**config.mk**
```make
export PLATFORM = sky130hd
export DESIGN_NAME = cpu8_alu_flags_unit_flat
export DESIGN_NICKNAME = d
export VERILOG_FILES = /design/src/cpu8alu_pkg.sv /design/src/cpu8alu_cmd_if.sv /design/src/cpu8alu_res_if.sv /design/src/cpu8alu_exec.sv /design/src/cpu8_alu_flags_unit.sv /design/src/flat_wrapper.sv
export SDC_FILE = /design/constraint.sdc
export NUM_CORES = 1
export LEC_CHECK = 0
export BUFFER_PORTS_ARGS = -buffer_cell sky130_fd_sc_hd__buf_2
export CAP_MARGIN = 20
export CELL_PAD_IN_SITES_DETAIL_PLACEMENT = 0
export CELL_PAD_IN_SITES_GLOBAL_PLACEMENT = 2
export CORE_MARGIN = 4
export CORE_UTILIZATION = 40
export DETAILED_ROUTE_END_ITERATION = 10
export MAX_ROUTING_LAYER = met4
export PLACE_DENSITY_LB_ADDON = 0.1
export SYNTH_ARGS = -nofsm -noshare
export SYNTH_HDL_FRONTEND = slang
export SYNTH_SLANG_ARGS = --single-unit
```
**constraint.sdc**
```tcl
create_clock -name clk -period 9.7 [get_ports clk]
set_input_delay 0.97 -clock clk [delete_from_list [all_inputs] [get_ports clk]]
set_output_delay 0.97 -clock clk [all_outputs]
set_load 0.01 [all_outputs]
```
**src/cpu8alu_pkg.sv**
```systemverilog
// ----------------------------------------------------------------------------
// cpu8alu_pkg - shared types for the 8-bit ALU and flags unit
// Operation and register-select codes, architectural state and result types.
// ----------------------------------------------------------------------------
package cpu8alu_pkg;

	typedef enum logic [3:0] {
		OP_LOAD  = 4'd0,
		OP_STORE = 4'd1,
		OP_ADC   = 4'd2,
		OP_SBC   = 4'd3,
		OP_AND   = 4'd4,
		OP_ORA   = 4'd5,
		OP_EOR   = 4'd6,
		OP_ASL_A = 4'd7,
		OP_ASL_M = 4'd8,
		OP_LSR_A = 4'd9,
		OP_LSR_M = 4'd10,
		OP_INC_M = 4'd11,
		OP_DEC_M = 4'd12,
		OP_DEC_R = 4'd13,
		OP_CMP   = 4'd14,
		OP_BIT   = 4'd15
	} op_t;

	typedef enum logic [1:0] {
		SEL_A    = 2'd0,
		SEL_X    = 2'd1,
		SEL_Y    = 2'd2,
		SEL_NONE = 2'd3
	} sel_t;

	typedef struct packed {
		logic c;
		logic z;
		logic v;
		logic n;
	} flags_t;

	typedef struct packed {
		logic [7:0] acc;
		logic [7:0] idx_x;
		logic [7:0] idx_y;
		flags_t     flags;
	} arch_t;

	typedef struct packed {
		logic [7:0] value;
		logic       wr;
	} wb_t;

endpackage

```
**src/cpu8alu_cmd_if.sv**
```systemverilog
// ----------------------------------------------------------------------------
// cpu8alu_cmd_if - operation channel
// Valid/ready channel carrying one operation, its operand and address.
// ----------------------------------------------------------------------------
interface cpu8alu_cmd_if;
	logic        valid;
	logic        ready;
	logic [3:0]  operation;
	logic [1:0]  reg_select;
	logic [7:0]  operand;
	logic [15:0] address;

	modport source (output valid, operation, reg_select, operand, address, input ready);
	modport sink (input valid, operation, reg_select, operand, address, output ready);
endinterface

```
**src/cpu8alu_res_if.sv**
```systemverilog
// ----------------------------------------------------------------------------
// cpu8alu_res_if - result channel
// Valid/ready channel carrying write-back data, accumulator and flags.
// ----------------------------------------------------------------------------
interface cpu8alu_res_if;
	logic        valid;
	logic        ready;
	logic [7:0]  result_value;
	logic        mem_write;
	logic [15:0] write_address;
	logic [7:0]  accumulator_out;
	logic        carry;
	logic        zero;
	logic        overflow;
	logic        negative;

	modport source (output valid, result_value, mem_write, write_address, accumulator_out,
		carry, zero, overflow, negative, input ready);
	modport sink (input valid, result_value, mem_write, write_address, accumulator_out,
		carry, zero, overflow, negative, output ready);
endinterface

```
**src/cpu8alu_exec.sv**
```systemverilog
// ----------------------------------------------------------------------------
// cpu8alu_exec - ALU datapath
// Computes next register/flag state and memory write-back for one operation.
// ----------------------------------------------------------------------------
module cpu8alu_exec
	import cpu8alu_pkg::*;
(
	input  arch_t      cur,
	input  op_t        op,
	input  sel_t       sel,
	input  logic [7:0] operand,
	output arch_t      nxt,
	output wb_t        wb
);

	logic [7:0] reg_val;
	logic [7:0] add_arg;
	logic [8:0] sum;
	logic [8:0] diff;
	logic [7:0] sh_l;
	logic [7:0] sh_r;
	logic [7:0] inc_v;
	logic [7:0] dec_v;
	logic [7:0] reg_dec;

	always_comb begin
		unique case (sel)
			SEL_A:   reg_val = cur.acc;
			SEL_X:   reg_val = cur.idx_x;
			SEL_Y:   reg_val = cur.idx_y;
			default: reg_val = 8'h00;
		endcase
	end

	// subtract is add of the inverted operand, carry as not-borrow
	assign add_arg = (op == OP_SBC) ? ~operand : operand;
	assign sum     = {1'b0, cur.acc} + {1'b0, add_arg} + {8'h00, cur.flags.c};
	assign diff    = {1'b0, reg_val} - {1'b0, operand};
	assign inc_v   = operand + 8'h01;
	assign dec_v   = operand - 8'h01;
	assign reg_dec = reg_val - 8'h01;

	// shift source: accumulator or memory byte
	always_comb begin
		logic [7:0] src;
		src  = (op == OP_ASL_A || op == OP_LSR_A) ? cur.acc : operand;
		sh_l = {src[6:0], 1'b0};
		sh_r = {1'b0, src[7:1]};
	end

	always_comb begin
		nxt      = cur;
		wb.value = 8'h00;
		wb.wr    = 1'b0;
		unique case (op)
			OP_LOAD: begin
				if (sel != SEL_NONE) begin
					if (sel == SEL_A) nxt.acc = operand;
					if (sel == SEL_X) nxt.idx_x = operand;
					if (sel == SEL_Y) nxt.idx_y = operand;
					nxt.flags.z = (operand == 8'h00);
					nxt.flags.n = operand[7];
				end
			end
			OP_STORE: begin
				if (sel != SEL_NONE) begin
					wb.value = reg_val;
					wb.wr    = 1'b1;
				end
			end
			OP_ADC, OP_SBC: begin
				nxt.acc     = sum[7:0];
				nxt.flags.c = sum[8];
				nxt.flags.v = ~(cur.acc[7] ^ add_arg[7]) & (cur.acc[7] ^ sum[7]);
				nxt.flags.z = (sum[7:0] == 8'h00);
				nxt.flags.n = sum[7];
			end
			OP_AND, OP_ORA, OP_EOR: begin
				if (op == OP_AND) nxt.acc = cur.acc & operand;
				else if (op == OP_ORA) nxt.acc = cur.acc | operand;
				else nxt.acc = cur.acc ^ operand;
				nxt.flags.z = (nxt.acc == 8'h00);
				nxt.flags.n = nxt.acc[7];
			end
			OP_ASL_A, OP_ASL_M: begin
				nxt.flags.c = (op == OP_ASL_A) ? cur.acc[7] : operand[7];
				nxt.flags.z = (sh_l == 8'h00);
				nxt.flags.n = sh_l[7];
				if (op == OP_ASL_A) begin
					nxt.acc = sh_l;
				end else begin
					wb.value = sh_l;
					wb.wr    = 1'b1;
				end
			end
			OP_LSR_A, OP_LSR_M: begin
				nxt.flags.c = (op == OP_LSR_A) ? cur.acc[0] : operand[0];
				nxt.flags.z = (sh_r == 8'h00);
				nxt.flags.n = 1'b0;
				if (op == OP_LSR_A) begin
					nxt.acc = sh_r;
				end else begin
					wb.value = sh_r;
					wb.wr    = 1'b1;
				end
			end
			OP_INC_M: begin
				wb.value    = inc_v;
				wb.wr       = 1'b1;
				nxt.flags.z = (inc_v == 8'h00);
				nxt.flags.n = inc_v[7];
			end
			OP_DEC_M: begin
				wb.value    = dec_v;
				wb.wr       = 1'b1;
				nxt.flags.z = (dec_v == 8'h00);
				nxt.flags.n = dec_v[7];
			end
			OP_DEC_R: begin
				if (sel != SEL_NONE) begin
					if (sel == SEL_A) nxt.acc = reg_dec;
					if (sel == SEL_X) nxt.idx_x = reg_dec;
					if (sel == SEL_Y) nxt.idx_y = reg_dec;
					nxt.flags.z = (reg_dec == 8'h00);
					nxt.flags.n = reg_dec[7];
				end
			end
			OP_CMP: begin
				if (sel != SEL_NONE) begin
					nxt.flags.c = ~diff[8];
					nxt.flags.z = (reg_val == operand);
					nxt.flags.n = diff[7];
				end
			end
			OP_BIT: begin
				nxt.flags.z = ((cur.acc & operand) == 8'h00);
				nxt.flags.v = operand[6];
				nxt.flags.n = operand[7];
			end
			default: begin
				nxt = cur;
			end
		endcase
	end

endmodule

```
**src/cpu8_alu_flags_unit.sv**
```systemverilog
// ----------------------------------------------------------------------------
// cpu8_alu_flags_unit - 8-bit binary ALU with A/X/Y and C/Z/V/N flags
// Two-stage valid/ready pipe: input register, ALU, result register.
// ----------------------------------------------------------------------------
// Usage:
//   cmd carries one operation (code, register select, operand byte,
//   address); res returns the memory write-back byte and strobe, the
//   echoed address, the accumulator and the four flags after that op.
//   A transfer happens on a rising clk edge with valid and ready high.
// Path: a result passes through two register stages, input then result,
//   before it is offered on res after the cmd transfer.
// Throughput: one op per cycle unless res stalls. Register and flag state is
//   updated as an op moves from the input register into the result
//   register, so the next op in the input register always sees it.
// Reset (arst_n low): A, X, Y and all flags clear, both stages empty.
// Receiver stall: the result register holds; the input register keeps
//   filling, so cmd.ready drops only when both stages hold an op.
// ----------------------------------------------------------------------------
module cpu8_alu_flags_unit
	import cpu8alu_pkg::*;
(
	input logic               clk,
	input logic               arst_n,
	cpu8alu_cmd_if.sink       cmd,
	cpu8alu_res_if.source     res
);

	// input stage
	logic        vld_s1;
	op_t         op_s1;
	sel_t        sel_s1;
	logic [7:0]  operand_s1;
	logic [15:0] addr_s1;

	// result stage
	logic        vld_s2;
	wb_t         wb_s2;
	logic [15:0] addr_s2;

	// architectural registers and flags
	arch_t       arch_q;
	arch_t       arch_nxt;
	wb_t         wb_nxt;

	logic        adv_s2;
	logic        cmd_xfer;

	// result register can take a new op when empty or being drained
	assign adv_s2    = !vld_s2 || res.ready;
	assign cmd.ready = !vld_s1 || adv_s2;
	assign cmd_xfer  = cmd.valid && cmd.ready;

	always_ff @(posedge clk or negedge arst_n) begin
		if (!arst_n) begin
			vld_s1 <= 1'b0;
		end else if (cmd_xfer) begin
			vld_s1 <= 1'b1;
		end else if (adv_s2) begin
			vld_s1 <= 1'b0;
		end
	end

	always_ff @(posedge clk) begin
		if (cmd_xfer) begin
			op_s1      <= op_t'(cmd.operation);
			sel_s1     <= sel_t'(cmd.reg_select);
			operand_s1 <= cmd.operand;
			addr_s1    <= cmd.address;
		end
	end

	cpu8alu_exec u_exec (
		.cur     (arch_q),
		.op      (op_s1),
		.sel     (sel_s1),
		.operand (operand_s1),
		.nxt     (arch_nxt),
		.wb      (wb_nxt)
	);

	// state commits exactly when the op leaves the input stage
	always_ff @(posedge clk or negedge arst_n) begin
		if (!arst_n) begin
			arch_q <= '0;
			vld_s2 <= 1'b0;
		end else if (adv_s2) begin
			vld_s2 <= vld_s1;
			if (vld_s1) begin
				arch_q <= arch_nxt;
			end
		end
	end

	always_ff @(posedge clk) begin
		if (adv_s2 && vld_s1) begin
			wb_s2   <= wb_nxt;
			addr_s2 <= addr_s1;
		end
	end

	// accumulator and flags in the result register are the committed state
	assign res.valid           = vld_s2;
	assign res.result_value    = wb_s2.value;
	assign res.mem_write       = wb_s2.wr;
	assign res.write_address   = addr_s2;
	assign res.accumulator_out = arch_q.acc;
	assign res.carry           = arch_q.flags.c;
	assign res.zero            = arch_q.flags.z;
	assign res.overflow        = arch_q.flags.v;
	assign res.negative        = arch_q.flags.n;

endmodule

```
**src/flat_wrapper.sv**
```systemverilog
// flat-port wrapper written by rule: the top's interface ports become plain ports
module cpu8_alu_flags_unit_flat import cpu8alu_pkg::*;
  (clk, arst_n, cmd_valid, cmd_operation, cmd_reg_select, cmd_operand, cmd_address, cmd_ready, res_valid, res_result_value, res_mem_write, res_write_address, res_accumulator_out, res_carry, res_zero, res_overflow, res_negative, res_ready);
  cpu8alu_cmd_if cmd_i ();
  cpu8alu_res_if res_i ();
  input logic clk;
  input logic arst_n;
  input wire logic [$bits(cmd_i.valid)-1:0] cmd_valid;
  input wire logic [$bits(cmd_i.operation)-1:0] cmd_operation;
  input wire logic [$bits(cmd_i.reg_select)-1:0] cmd_reg_select;
  input wire logic [$bits(cmd_i.operand)-1:0] cmd_operand;
  input wire logic [$bits(cmd_i.address)-1:0] cmd_address;
  output wire logic [$bits(cmd_i.ready)-1:0] cmd_ready;
  output wire logic [$bits(res_i.valid)-1:0] res_valid;
  output wire logic [$bits(res_i.result_value)-1:0] res_result_value;
  output wire logic [$bits(res_i.mem_write)-1:0] res_mem_write;
  output wire logic [$bits(res_i.write_address)-1:0] res_write_address;
  output wire logic [$bits(res_i.accumulator_out)-1:0] res_accumulator_out;
  output wire logic [$bits(res_i.carry)-1:0] res_carry;
  output wire logic [$bits(res_i.zero)-1:0] res_zero;
  output wire logic [$bits(res_i.overflow)-1:0] res_overflow;
  output wire logic [$bits(res_i.negative)-1:0] res_negative;
  input wire logic [$bits(res_i.ready)-1:0] res_ready;
  assign cmd_i.valid = cmd_valid;
  assign cmd_i.operation = cmd_operation;
  assign cmd_i.reg_select = cmd_reg_select;
  assign cmd_i.operand = cmd_operand;
  assign cmd_i.address = cmd_address;
  assign cmd_ready = cmd_i.ready;
  assign res_valid = res_i.valid;
  assign res_result_value = res_i.result_value;
  assign res_mem_write = res_i.mem_write;
  assign res_write_address = res_i.write_address;
  assign res_accumulator_out = res_i.accumulator_out;
  assign res_carry = res_i.carry;
  assign res_zero = res_i.zero;
  assign res_overflow = res_i.overflow;
  assign res_negative = res_i.negative;
  assign res_i.ready = res_ready;
  cpu8_alu_flags_unit u_core (.clk(clk), .arst_n(arst_n), .cmd(cmd_i), .res(res_i));
endmodule
```
==> summary.txt, run 1 <==
Status
  – Status: finished clean

Job
  – MaxCap Viol Count: 0

Floorplanning
  – Die width: around 130 um
  – Placement Rows: 44
  – Core Box Area: ~15000 um2
  – IO Pins: 73
  – Die ar.: approximately 17000 um2
  – Die H: between 100 and 150 um
  – Starting Density: 41.3%

STA
  – Tcrit/Tclk final: roughly 46%
  – Setup-failing EPs final: 0
  – Final hold viol count: 0
  – Worst Hold Slack: 418 ps
  – RSZ-0062 raised after global routing: false
  – Post-route minimum period: 4500 ps
  – Slew HR: 33.8%
  – Clock skew: 7.99 ps
  – Setup TNS: 0 ps
  – Fmax: 0.222 GHz
  – Slew Viols, Final: 0
  – Measured slew at the worst slew-check pin: slightly below 1000 ps

Detailed routing
  – Via density: 6.09
  – Via count: 5362
  – Drt drc: 0
  – Wire per inst: 23.8 um
  – DRT iter0 DRCs: between 400 and 500
  – Routed Antenna Nets: 0
  – WL final: 20900 um
  – Drt first pass iters: 5

Power
  – Flop pwr share: a little under two fifths
  – Switching Share: between 40 and 50%
  – Highest ir drop seen on vdd: 0.120 mV
  – LEAKAGE: approximately 2.7 nW
  – Internal: 828 uW
  – Sw power: between 500 and 600 uW
  – Comb power frac: 36.7%
  – P per Cell Area: 205 nW/um2
  – Clock Power Share: 25.1%

Synthesis
  – Post-synth EDFFs: 55
  – Syn Nets: 720
  – Post-Syn Instances: 647
  – Synth warn: 0
  – Register area share after synthesis: roughly two fifths
  – Syn_area_per_cell: 9.34 um2
  – Post-synth ARST share: about a third
  – Post-synthesis register bit count: 85
  – Post-Syn Area: 6050 um2
  – Synth cell types: 69
  – Ys flop type: edfxtp_1

Min path
  – Hold Startpoint: u_core.addr_s1[2]
  – Hold path depth: 0
  – Worst Hold Class: reg2reg
  – Min-Delay Endpoint: u_core.res.write_address[2]

Setup path
  – Crit start category: flip-flop
  – Worst r2r src: u_core.op_s1[2]
  – Kind of critical path: reg2reg
  – Worst-path maximum fanout: 31
  – Worst r2r path cells: 14
  – FF-to-FF End: u_core.res.carry
  – Worst Setup End Kind: flip-flop
  – Arrival time at the worst endpoint: 4720 ps
  – Reg2reg setup slack: between 5000 and 6000 ps
  – Worst endpoint required time: between 9000 and 10000 ps

Cells and area
  – Layout cells sized above 1: between 10% and 20%
  – Final Instance Count excl. Fillers: 880
  – Final nets: 764
  – Multi-input gate area: 3280 um2
  – Sequential Area: 2400 um2
  – Area grow syn2layout: 11.7%
  – N_diodes: 0
  – Filler cells: around 1.4k

Clocking
  – Clock sink total: 85
  – Skew-Pair Late Insertion Delay: 350 ps
  – Clk buf depth: 2
  – H-tree levels: 3
  – Clk root buf: clkbuf_16
  – Setup bufs post-CTS: 0
  – Total CTS buffers: 9
  – Clock Pin Slew Worst Setup and Hold Paths: 70 ps
  – TritonCTS clock tree: done
  – Hold-fix buffers, CTS: 0
  – Post-cts resize count: 0

Placement
  – Port bufs: 72
  – Inst Count DP: 864
  – Final HPWL DP: approximately 15000 um
  – Gpl congestion: 0.948

Global routing
  – Vias in the first global route: 5096
  – First-pass GRT wire length: around 31000 um
  – Initial antenna violation count: 0
  – Gr usage total: around 25%
  – Pin count of the biggest net entering global routing: 44
  – GRT overflow: 0
-- power by group through the flow --
| stage | logic, mW | clock network (mW) | registers [mW] |
|---|---|---|---|
| 6_report | 0.509 | 0.348 | 0.528 |
| 5_1_grt | 0.563 | 0.371 | 0.535 |
| 4_1_cts | 0.507 | 0.354 | 0.527 |
| 3_5_place_dp | 0.504 | 0 | 0.534 |
| 3_3_place_gp | 0.501 | 0 | 0.533 |
| 2_1_floorplan | 0.369 | 0 | 0.502 |
-- worst max-delay path, stage by stage (launching register included) --
cell	delay (ps)
edfxtp_1	790
nor2_1	320
nand2_1	160
nor2_1	740
xnor2_1	220
fa_1	220
inv_1	50
fa_1	400
and3_1	170
o21ai_0	330
a21oi_1	110
o21ai_0	280
a31oi_1	150
a2111oi_0	300
a21oi_1	120
-- cells in the final DEF, fill, tap and decap left out, types with 4 or more instances in the layout --
cell type / synthesis / routed
clkinv_1: 4 / 4
a211oi_1: 7 / 7
xor2_1: 5 / 5
and3_1: 10 / 10
mux2i_1: 18 / 18
a31oi_1: 11 / 11
o21ai_0: 33 / 33
a21oi_1: 61 / 61
a22oi_1: 8 / 8
o22ai_1: 10 / 10
mux2_2: 8 / 8
nor3_1: 15 / 15
o2bb2ai_2: 5 / 5
edfxtp_1: 55 / 55
buf_2: 8 / 72
o211ai_1: 5 / 5
ha_1: 37 / 37
or3_1: 4 / 4
a21o_1: 5 / 5
dfrtp_1: 30 / 30
a221oi_1: 5 / 5
nor2_1: 74 / 74
nand2_1: 34 / 34
buf_4: 8 / 11
a32oi_1: 5 / 5
nor2b_1: 7 / 7
nand3_1: 21 / 21
inv_1: 22 / 22
nor4_1: 8 / 8
clkbuf_16: 0 / 9
and2_1: 4 / 4
xnor2_1: 23 / 23
nand2b_1: 9 / 9
nand4_1: 4 / 4
-- flip-flops by register name (all words and copies together), names as in the netlist --
signal and cells:
u_core.res.mem_write 1, u_core.res.zero 1, u_core.vld_s1 1, u_core.addr_s1 16, u_core.res.carry 1, u_core.res.accumulator_out 8
u_core.operand_s1 8, u_core.res.negative 1, u_core.res.result_value 8, u_core.res.overflow 1, u_core.res.write_address 16, u_core.arch_q 16
u_core.sel_s1 2, u_core.res.valid 1, u_core.op_s1 4
-- worst max path at each step --
stage                    start                       endpoint  cells after the start
4_1_cts        u_core.op_s1[2]               u_core.res.carry                     14
2_1_floorplan  u_core.op_s1[1]  u_core.res.accumulator_out[6]                     14
5_1_grt        u_core.op_s1[2]               u_core.res.carry                     14
3_3_place_gp   u_core.op_s1[2]               u_core.res.carry                     14
3_5_place_dp   u_core.op_s1[2]               u_core.res.carry                     14
6_report       u_core.op_s1[2]               u_core.res.carry                     14
-- cells by family after synthesis --
family / synth area share (%)
flops: 39.7
xor+xnor: 4.06
compound gates: 20.4
mux: 4.47
simple gates: 16.9
fa+ha+maj: 8.49
buf+inv: 5.94
-- cell type report --
type                       count  share of cell area, %
sequential                    85                   35.6
clock inverter                 7                   1.07
inverter                      26                   1.44
timing repair buffer          83                   6.56
multi-input combinational    486                   48.6
clock buffer                   9                   3.33
tap                          184                   3.41
-- layer usage --
metal / vias up / part of all wire, % / GRT usage [%]
met5: - / 0 / -
met4: 0 / 3.2 / 9.38
met3: 36 / 6.8 / 3.09
met2: 223 / 45 / 37.6
met1: 2631 / 45 / 35.8
li1: 2472 / - / -
-- synth_stat cells (4+ instances only) --
library cell   n  area share [%]
edfxtp_1      55              27
o2bb2ai_2      5             1.2
a22oi_1        8            0.99
buf_2          8            0.66
nand2b_1       9            0.93
a32oi_1        5            0.72
clkbuf_1      24             1.5
o22ai_1       10             1.0
a221oi_1       5            0.72
buf_1          6            0.37
or3_1          4            0.41
mux2i_1       18             3.0
and2_1         4            0.41
ha_1          37             7.7
a21o_1         5            0.62
and3_1        10             1.0
nand3_1       21             1.7
nor2b_1        7            0.72
nand4_1        4            0.41
o21ai_0       33             2.7
a211oi_1       7            0.87
inv_1         22             1.4
xor2_1         5            0.72
mux2_2         8             1.5
buf_4          8            0.99
nor4_1         8            0.83
clkinv_1       4            0.25
o211ai_1       5            0.62
a31oi_1       11             1.1
nand2_1       34             2.1
a21oi_1       61             5.0
nor3_1        15             1.2
dfrtp_1       30              12
xnor2_1       23             3.3
nor2_1        74             4.6
-- stage by stage --
stage	worst slack, ps	power (mW)	area, um2	utilization [%]
after floorplan	6100	0.872	6050	-
after global placement	5430	1.03	6460	44.1
after detailed placement	5260	1.04	6460	44.1
after CTS	5230	1.39	6760	46.1
after global routing	4680	1.47	6760	46.1
final	5200	1.38	6760	46.1
Power figures use the tool's default switching activity.
==> run 2: changes to the inputs <==
ABC_AREA = 1   (was not set)
CORE_UTILIZATION = 31   (was 40)
clock period = 3.95 ns   (was 9.7 ns; I/O delays follow)
==> run 2 against run 1 <==
Largest power group is now combinational logic; critical endpoint is now u_core.res.zero; critical path type unchanged; non-clock buffer count is 3 lower; setup slack worse by 4400 ps; die area is 23% higher.
==> summary.txt, run 2 <==
Status
  – Status: finished clean

Synthesis
  – Top-count cell post-synth: nand2_1
  – Synth warn: 0
  – Ys flop type: edfxtp_1
  – Post-Syn Area: 5820 um2
  – Syn Nets: 813
  – Synth top cells by count: nand2_1 (206), inv_1 (73), nand3_1 (73)
  – Synth area leaders: edfxtp_1 (28%), nand2_1 (13%), dfrtp_1 (13%)
  – Post-Syn Instances: 740
  – Post-synth EDFFs: 55
  – Syn_area_per_cell: 7.87 um2
  – Yosys top cell by area: edfxtp_1
  – Synth cell types: 46
  – Post-synth ARST share: about a third
  – Register area share after synthesis: 41.3%
  – Synth top area share: 28.4%
  – Post-synthesis register bit count: 85

Global routing
  – First-pass GRT wire length: 33400 um
  – GRT overflow: 0
  – Initial antenna violation count: 0
  – Gr usage total: between 20% and 30%
  – Pin count of the biggest net entering global routing: 31
  – Vias in the first global route: 5349

Setup path
  – Most common cell type on the critical path: nor2_1
  – Kind of critical path: reg2reg
  – Crit start category: flip-flop
  – Worst endpoint required time: ~4200 ps
  – Worst r2r src: u_core.op_s1[3]
  – Worst r2r path cells: 13
  – Arrival time at the worst endpoint: about 3400 ps
  – Worst-path maximum fanout: 8
  – Worst Setup End Kind: flip-flop
  – Critical path's largest stage delay: 480 ps
  – Crit path cell chain: nor2_1 -> nand2_1 -> xor2_1 -> fa_1 -> inv_1 -> fa_1 -> nor3_1 -> nand3_1 -> nor2_1 -> nand3_1 -> nand3_1 -> nor2_1 -> nor2_1
  – Reg2reg setup slack: 790 ps
  – FF-to-FF End: u_core.res.zero
  – Slowest CP cell: edfxtp_1

Cells and area
  – N_diodes: 0
  – Area grow syn2layout: 15.4%
  – Finished Core Util: 36.9%
  – Most frequent cells in the layout: nand2_1 (206), inv_1 (73), nand3_1 (73)
  – Fin area: between 6000 and 7000 um2
  – Most common cell after layout, fill and taps aside: nand2_1
  – Final nets: 887
  – Layout cells sized above 1: between 10% and 20%

Clocking
  – Skew-Pair Late Insertion Delay: between 300 and 400 ps
  – Clk root buf: clkbuf_16
  – Post-cts resize count: 0
  – Total CTS buffers: 9
  – TritonCTS clock tree: done
  – H-tree levels: 3
  – Clock sink total: 85
  – Clk buf depth: 2
  – Setup bufs post-CTS: 0
  – Hold-fix buffers, CTS: 0
  – Clock Pin Slew Worst Setup and Hold Paths: roughly 70 ps

Detailed routing
  – Routed Antenna Nets: 0
  – WL final: 21700 um
  – Via density: 5.12
  – DRT iter0 DRCs: 576
  – Wire per inst: 20.7 um
  – Drt first pass iters: 5
  – Via count: between 5k and 6k
  – Drt drc: 0

STA
  – Slew HR: 44.0%
  – Post-route minimum period: 3160 ps
  – Setup TNS: 0 ps
  – Fmax: about 0.32 GHz
  – Clock skew: 14.6 ps
  – Slew Viols, Final: 0
  – Final hold viol count: 0
  – Worst Hold Slack: 117 ps
  – Tcrit/Tclk final: approximately four fifths
  – Setup-failing EPs final: 0
  – RSZ-0062 raised after global routing: false
  – Measured slew at the worst slew-check pin: 832 ps

Floorplanning
  – IO Pins: 73
  – Die H: approximately 150 um
  – Starting Density: 32.0%
  – Die width: 145 um
  – Die ar.: between 20000 and 25000 um2
  – Placement Rows: 49
  – Core Box Area: 18200 um2

Power
  – LEAKAGE: 3.29 nW
  – P per Cell Area: 537 nW/um2
  – Highest ir drop seen on vdd: roughly 0.24 mV

Min path
  – Worst Hold Class: in2async

Placement
  – Port bufs: 72
  – Final HPWL DP: 16700 um
  – Gpl congestion: 0.934
  – Dpl cell area: between 6000 and 7000 um2

Job
  – MaxCap Viol Count: 0
[run 2: cell types whose count changed in the layout (fill, tap and decap cells not counted), moves of 10 or more]
cell     delta
inv_1      +51
xnor2_1    -21
xor2_1     +10
mux2i_1    -18
and3_1     -10
a21oi_1    -39
nand3_1    +52
nand2_1   +172
[run 2: stage by stage]
step / setup slack (ps) / cells / total power, mW
floorplan: 1170 / 740 / 2.25
global placement: 873 / 1032 / 2.75
detailed placement: 792 / 1032 / 2.75
CTS: 773 / 1048 / 3.64
global route: 509 / 1048 / 3.88
finish: 792 / 1048 / 3.61
[run 2: where the power goes]
| part | switching, mW | leakage [nW] | internal [mW] |
|---|---|---|---|
| sequential | 0.186 | 0.913 | 1.12 |
| combinational | 0.945 | 2.24 | 0.492 |
| clock | 0.422 | 0.144 | 0.448 |
| total | 1.55 | 3.29 | 2.06 |
[run 2: cell type report]
type,count,area [um2]
clock buffers,9,225
clock inverters,7,72.6
fillers,1951,11500
inverters,84,315
multi-input cells,554,3000
flip-flops and latches,85,2400
well taps,229,287
repair buffers,80,420
[run 2: worst max-delay path: cells and delay by family, from the launching register on]
| family | cells | cell delay, ps |
|---|---|---|
| buffers and inverters | 1 | 90 |
| adder cells (fa/ha/maj) | 2 | 810 |
| AND/OR/NAND/NOR | 9 | 1470 |
| flip-flops | 1 | 480 |
| XOR/XNOR | 1 | 250 |
[run 2: routing by layer]
layer | share of wire (%) | track usage (%) | wire length [um] | up-vias
li1 | - | - | - | 2630
met1 | 46 | 28.7 | 10000 | 2572
met2 | 47 | 34.3 | 10200 | 151
met3 | 4.9 | 3.06 | 1060 | 15
met4 | 1.7 | 5.51 | 375 | 0
met5 | 0 | - | 0 | -
[run 2: worst max-delay path by stage]
stage               slack, ps                       endpoint              from  cells after the start
finish                    790                u_core.res.zero   u_core.op_s1[3]                     13
global route              510  u_core.res.accumulator_out[7]   u_core.op_s1[3]                     14
CTS                       770                u_core.res.zero   u_core.op_s1[2]                     13
detailed placement        790                u_core.res.zero   u_core.op_s1[3]                     13
global placement          870                u_core.res.zero   u_core.op_s1[3]                     13
floorplan                1170  u_core.res.accumulator_out[5]  u_core.res.valid                      9
[run 2: cells by family (layout without fill, tap and decap cells)]
kind of cell	Yosys count	in the layout	synth area share, %
AO/OA/AOI/OAI	96	96	9.80
XOR/XNOR	17	17	2.56
adder cells (fa/ha/maj)	39	39	8.64
buffers and inverters	101	180	7.37
flip-flops	85	85	41.3
multiplexers	1	1	0.193
AND/OR/NAND/NOR	401	401	30.2
==> run 3: changes to the inputs <==
clock period = 2.7 ns   (was 3.95 ns; I/O delays follow)
==> run 3 against run 2 <==
Clock power rose by 49%; maximum frequency up 21%; hold slack got worse by 35 ps; highest routed layer unchanged; setup slack worse by 690 ps; critical endpoint is now u_core.res.accumulator_out[5].
==> summary.txt, run 3 (synthesis results as in run 2) <==
Status
  – Status: finished clean

Power
  – Internal: about 3.3 mW
  – Flop pwr share: 32.2%
  – Sw power: 2.53 mW
  – Comb power frac: a little under half
  – Clock Power Share: 22.2%
  – Switching Share: 43.2%
  – P per Cell Area: 798 nW/um2
  – LEAKAGE: 3.63 nW
  – Highest ir drop seen on vdd: 0.347 mV

STA
  – Setup TNS: 0 ps
  – Fmax: just under 0.4 GHz
  – Setup-failing EPs final: 0
  – Measured slew at the worst slew-check pin: around 710 ps
  – Post-route minimum period: 2600 ps
  – Slew Viols, Final: 0
  – Slew HR: 52.4%
  – Tcrit/Tclk final: 96.3%
  – Final hold viol count: 0
  – Final WS setup: 99.9 ps
  – RSZ-0062 raised after global routing: true
  – Clock skew: about 11 ps

Setup path
  – Worst Setup End Kind: flip-flop
  – Kind of critical path: reg2reg
  – Arrival time at the worst endpoint: 2830 ps
  – Crit start category: flip-flop
  – Worst-path maximum fanout: 7
  – Worst r2r path cells: 14
  – Worst endpoint required time: 2930 ps

Placement
  – Port bufs: 72
  – Inst Count DP: around 1.1k
  – Gpl congestion: slightly above 0.9
  – Final HPWL DP: between 15000 and 20000 um
  – Dpl cell area: 6850 um2
  – Pre-CTS WS: between 100 and 150 ps

Global routing
  – Gr usage total: 22.3%
  – First-pass GRT wire length: 34300 um
  – GRT overflow: 0
  – Pin count of the biggest net entering global routing: 31
  – Vias in the first global route: 5630
  – Initial antenna violation count: 0

Clocking
  – Clock sink total: 85
  – Clock Pin Slew Worst Setup and Hold Paths: approximately 80 ps
  – Skew-Pair Late Insertion Delay: about 360 ps
  – H-tree levels: 3
  – TritonCTS clock tree: done
  – Total CTS buffers: 9
  – Clk buf depth: 2
  – Clk root buf: clkbuf_16

Cells and area
  – Final nets: 951
  – Sequential Area: 2400 um2
  – Fin area: roughly 7300 um2
  – Filler cells: 1916
  – Most frequent cells in the layout: nand2_1 (203), nand3_1 (72), buf_2 (72)
  – Final Instance Count excl. Fillers: 1113
  – Layout cells sized above 1: between 20% and 30%
  – Multi-input gate area: 3110 um2
  – Most common cell after layout, fill and taps aside: nand2_1
  – Area grow syn2layout: 26.2%

Floorplanning
  – Core Box Area: 18200 um2
  – IO Pins: 73
  – Placement Rows: 49
  – Die width: between 100 and 150 um
  – Starting Density: a little under a third
  – Die H: between 100 and 150 um
  – Die ar.: between 20000 and 25000 um2

Job
  – MaxCap Viol Count: 0

Detailed routing
  – Via density: 5.17
  – Drt drc: 0
  – Wire per inst: 20.9 um
  – Drt first pass iters: 6
  – Routed Antenna Nets: 0
  – WL final: 23300 um
  – DRT iter0 DRCs: 546
  – Via count: 5751

Min path
  – Hold path depth: 1
  – Worst Hold Class: in2reg
[run 3: cell types whose count changed in the layout (fill, tap and decap cells not counted), moves of 2 or more]
cell and delta:
a21oi_1 -3, a21oi_2 +3, buf_4 +62, clkinv_8 +2, ha_1 -2, ha_4 +2, inv_1 -2, nand2_1 -3
nand2_2 +2, nor2_1 -2, xor2_1 -4, xor2_2 +4
[run 3: per-layer routing]
| layer | track usage (%) | share of wire (%) | vias up |
|---|---|---|---|
| met2 | 36.4 | 48 | 184 |
| met3 | 3.77 | 5.5 | 33 |
| met1 | 28.5 | 44 | 2781 |
| met4 | 7.17 | 2.4 | 0 |
| li1 | - | - | 2753 |
| met5 | - | 0 | - |
[run 3: power by group through the flow]
stage	Sequential (mW)	Clock (mW)	Combinational, mW
after CTS	1.88	1.34	2.44
after detailed placement	1.90	0	2.42
final	1.88	1.30	2.68
after floorplan	1.83	0	1.46
after global placement	1.90	0	2.42
after global routing	1.91	1.38	2.95
[run 3: per-stage QoR]
step	utilization, %	hold slack, ps	power, mW
final	40.3	81.7	5.86
after CTS	39.4	65.7	5.65
after global routing	40.3	66.7	6.24
after global placement	37.6	354	4.32
after detailed placement	37.6	361	4.32
after floorplan	-	-25.6	3.30
[run 3: layout make-up]
cell class | instances | share of cell area, %
clock buffer | 9 | 3.07
tap | 229 | 3.90
timing repair buffer | 144 | 12.5
sequential | 85 | 32.7
inverter | 84 | 4.34
clock inverter | 7 | 1.18
multi-input combinational | 554 | 42.3
antenna | 1 | 0.0341
[run 3: repair_timing]
action | 4_1_cts | 5_1_grt
hold buffers | 1 | 0
setup endpoints to repair | 0 | 6
resized for setup | 0 | 22
buffers inserted | 0 | 8
endpoints found under the hold margin | 30 | 0
[run 3: final timing paths]
kind | from | endpoint | slack (ps)
min | cmd_address[13] | u_core.addr_s1[13] | 80
max reg2reg | u_core.op_s1[3] | u_core.res.accumulator_out[5] | 100
max | u_core.op_s1[3] | u_core.res.accumulator_out[5] | 100
min in group asynchronous | arst_n | u_core.vld_s1 | 480
min reg2reg | u_core.addr_s1[4] | u_core.res.write_address[4] | 420
max in group asynchronous | arst_n | u_core.res.accumulator_out[5] | 1740
[run 3: worst max-delay path, stage by stage, from the launching register on]
cell and delay, ps:
edfxtp_1 410, nor2_2 200, nand2_4 90, buf_12 150
xor2_2 140, ha_1 340, a21oi_2 170, nand2_1 80
nand2_1 80, nand2_1 70, a21oi_2 210, xor2_2 220
nor2_1 80, nor3_1 160, o22ai_1 90
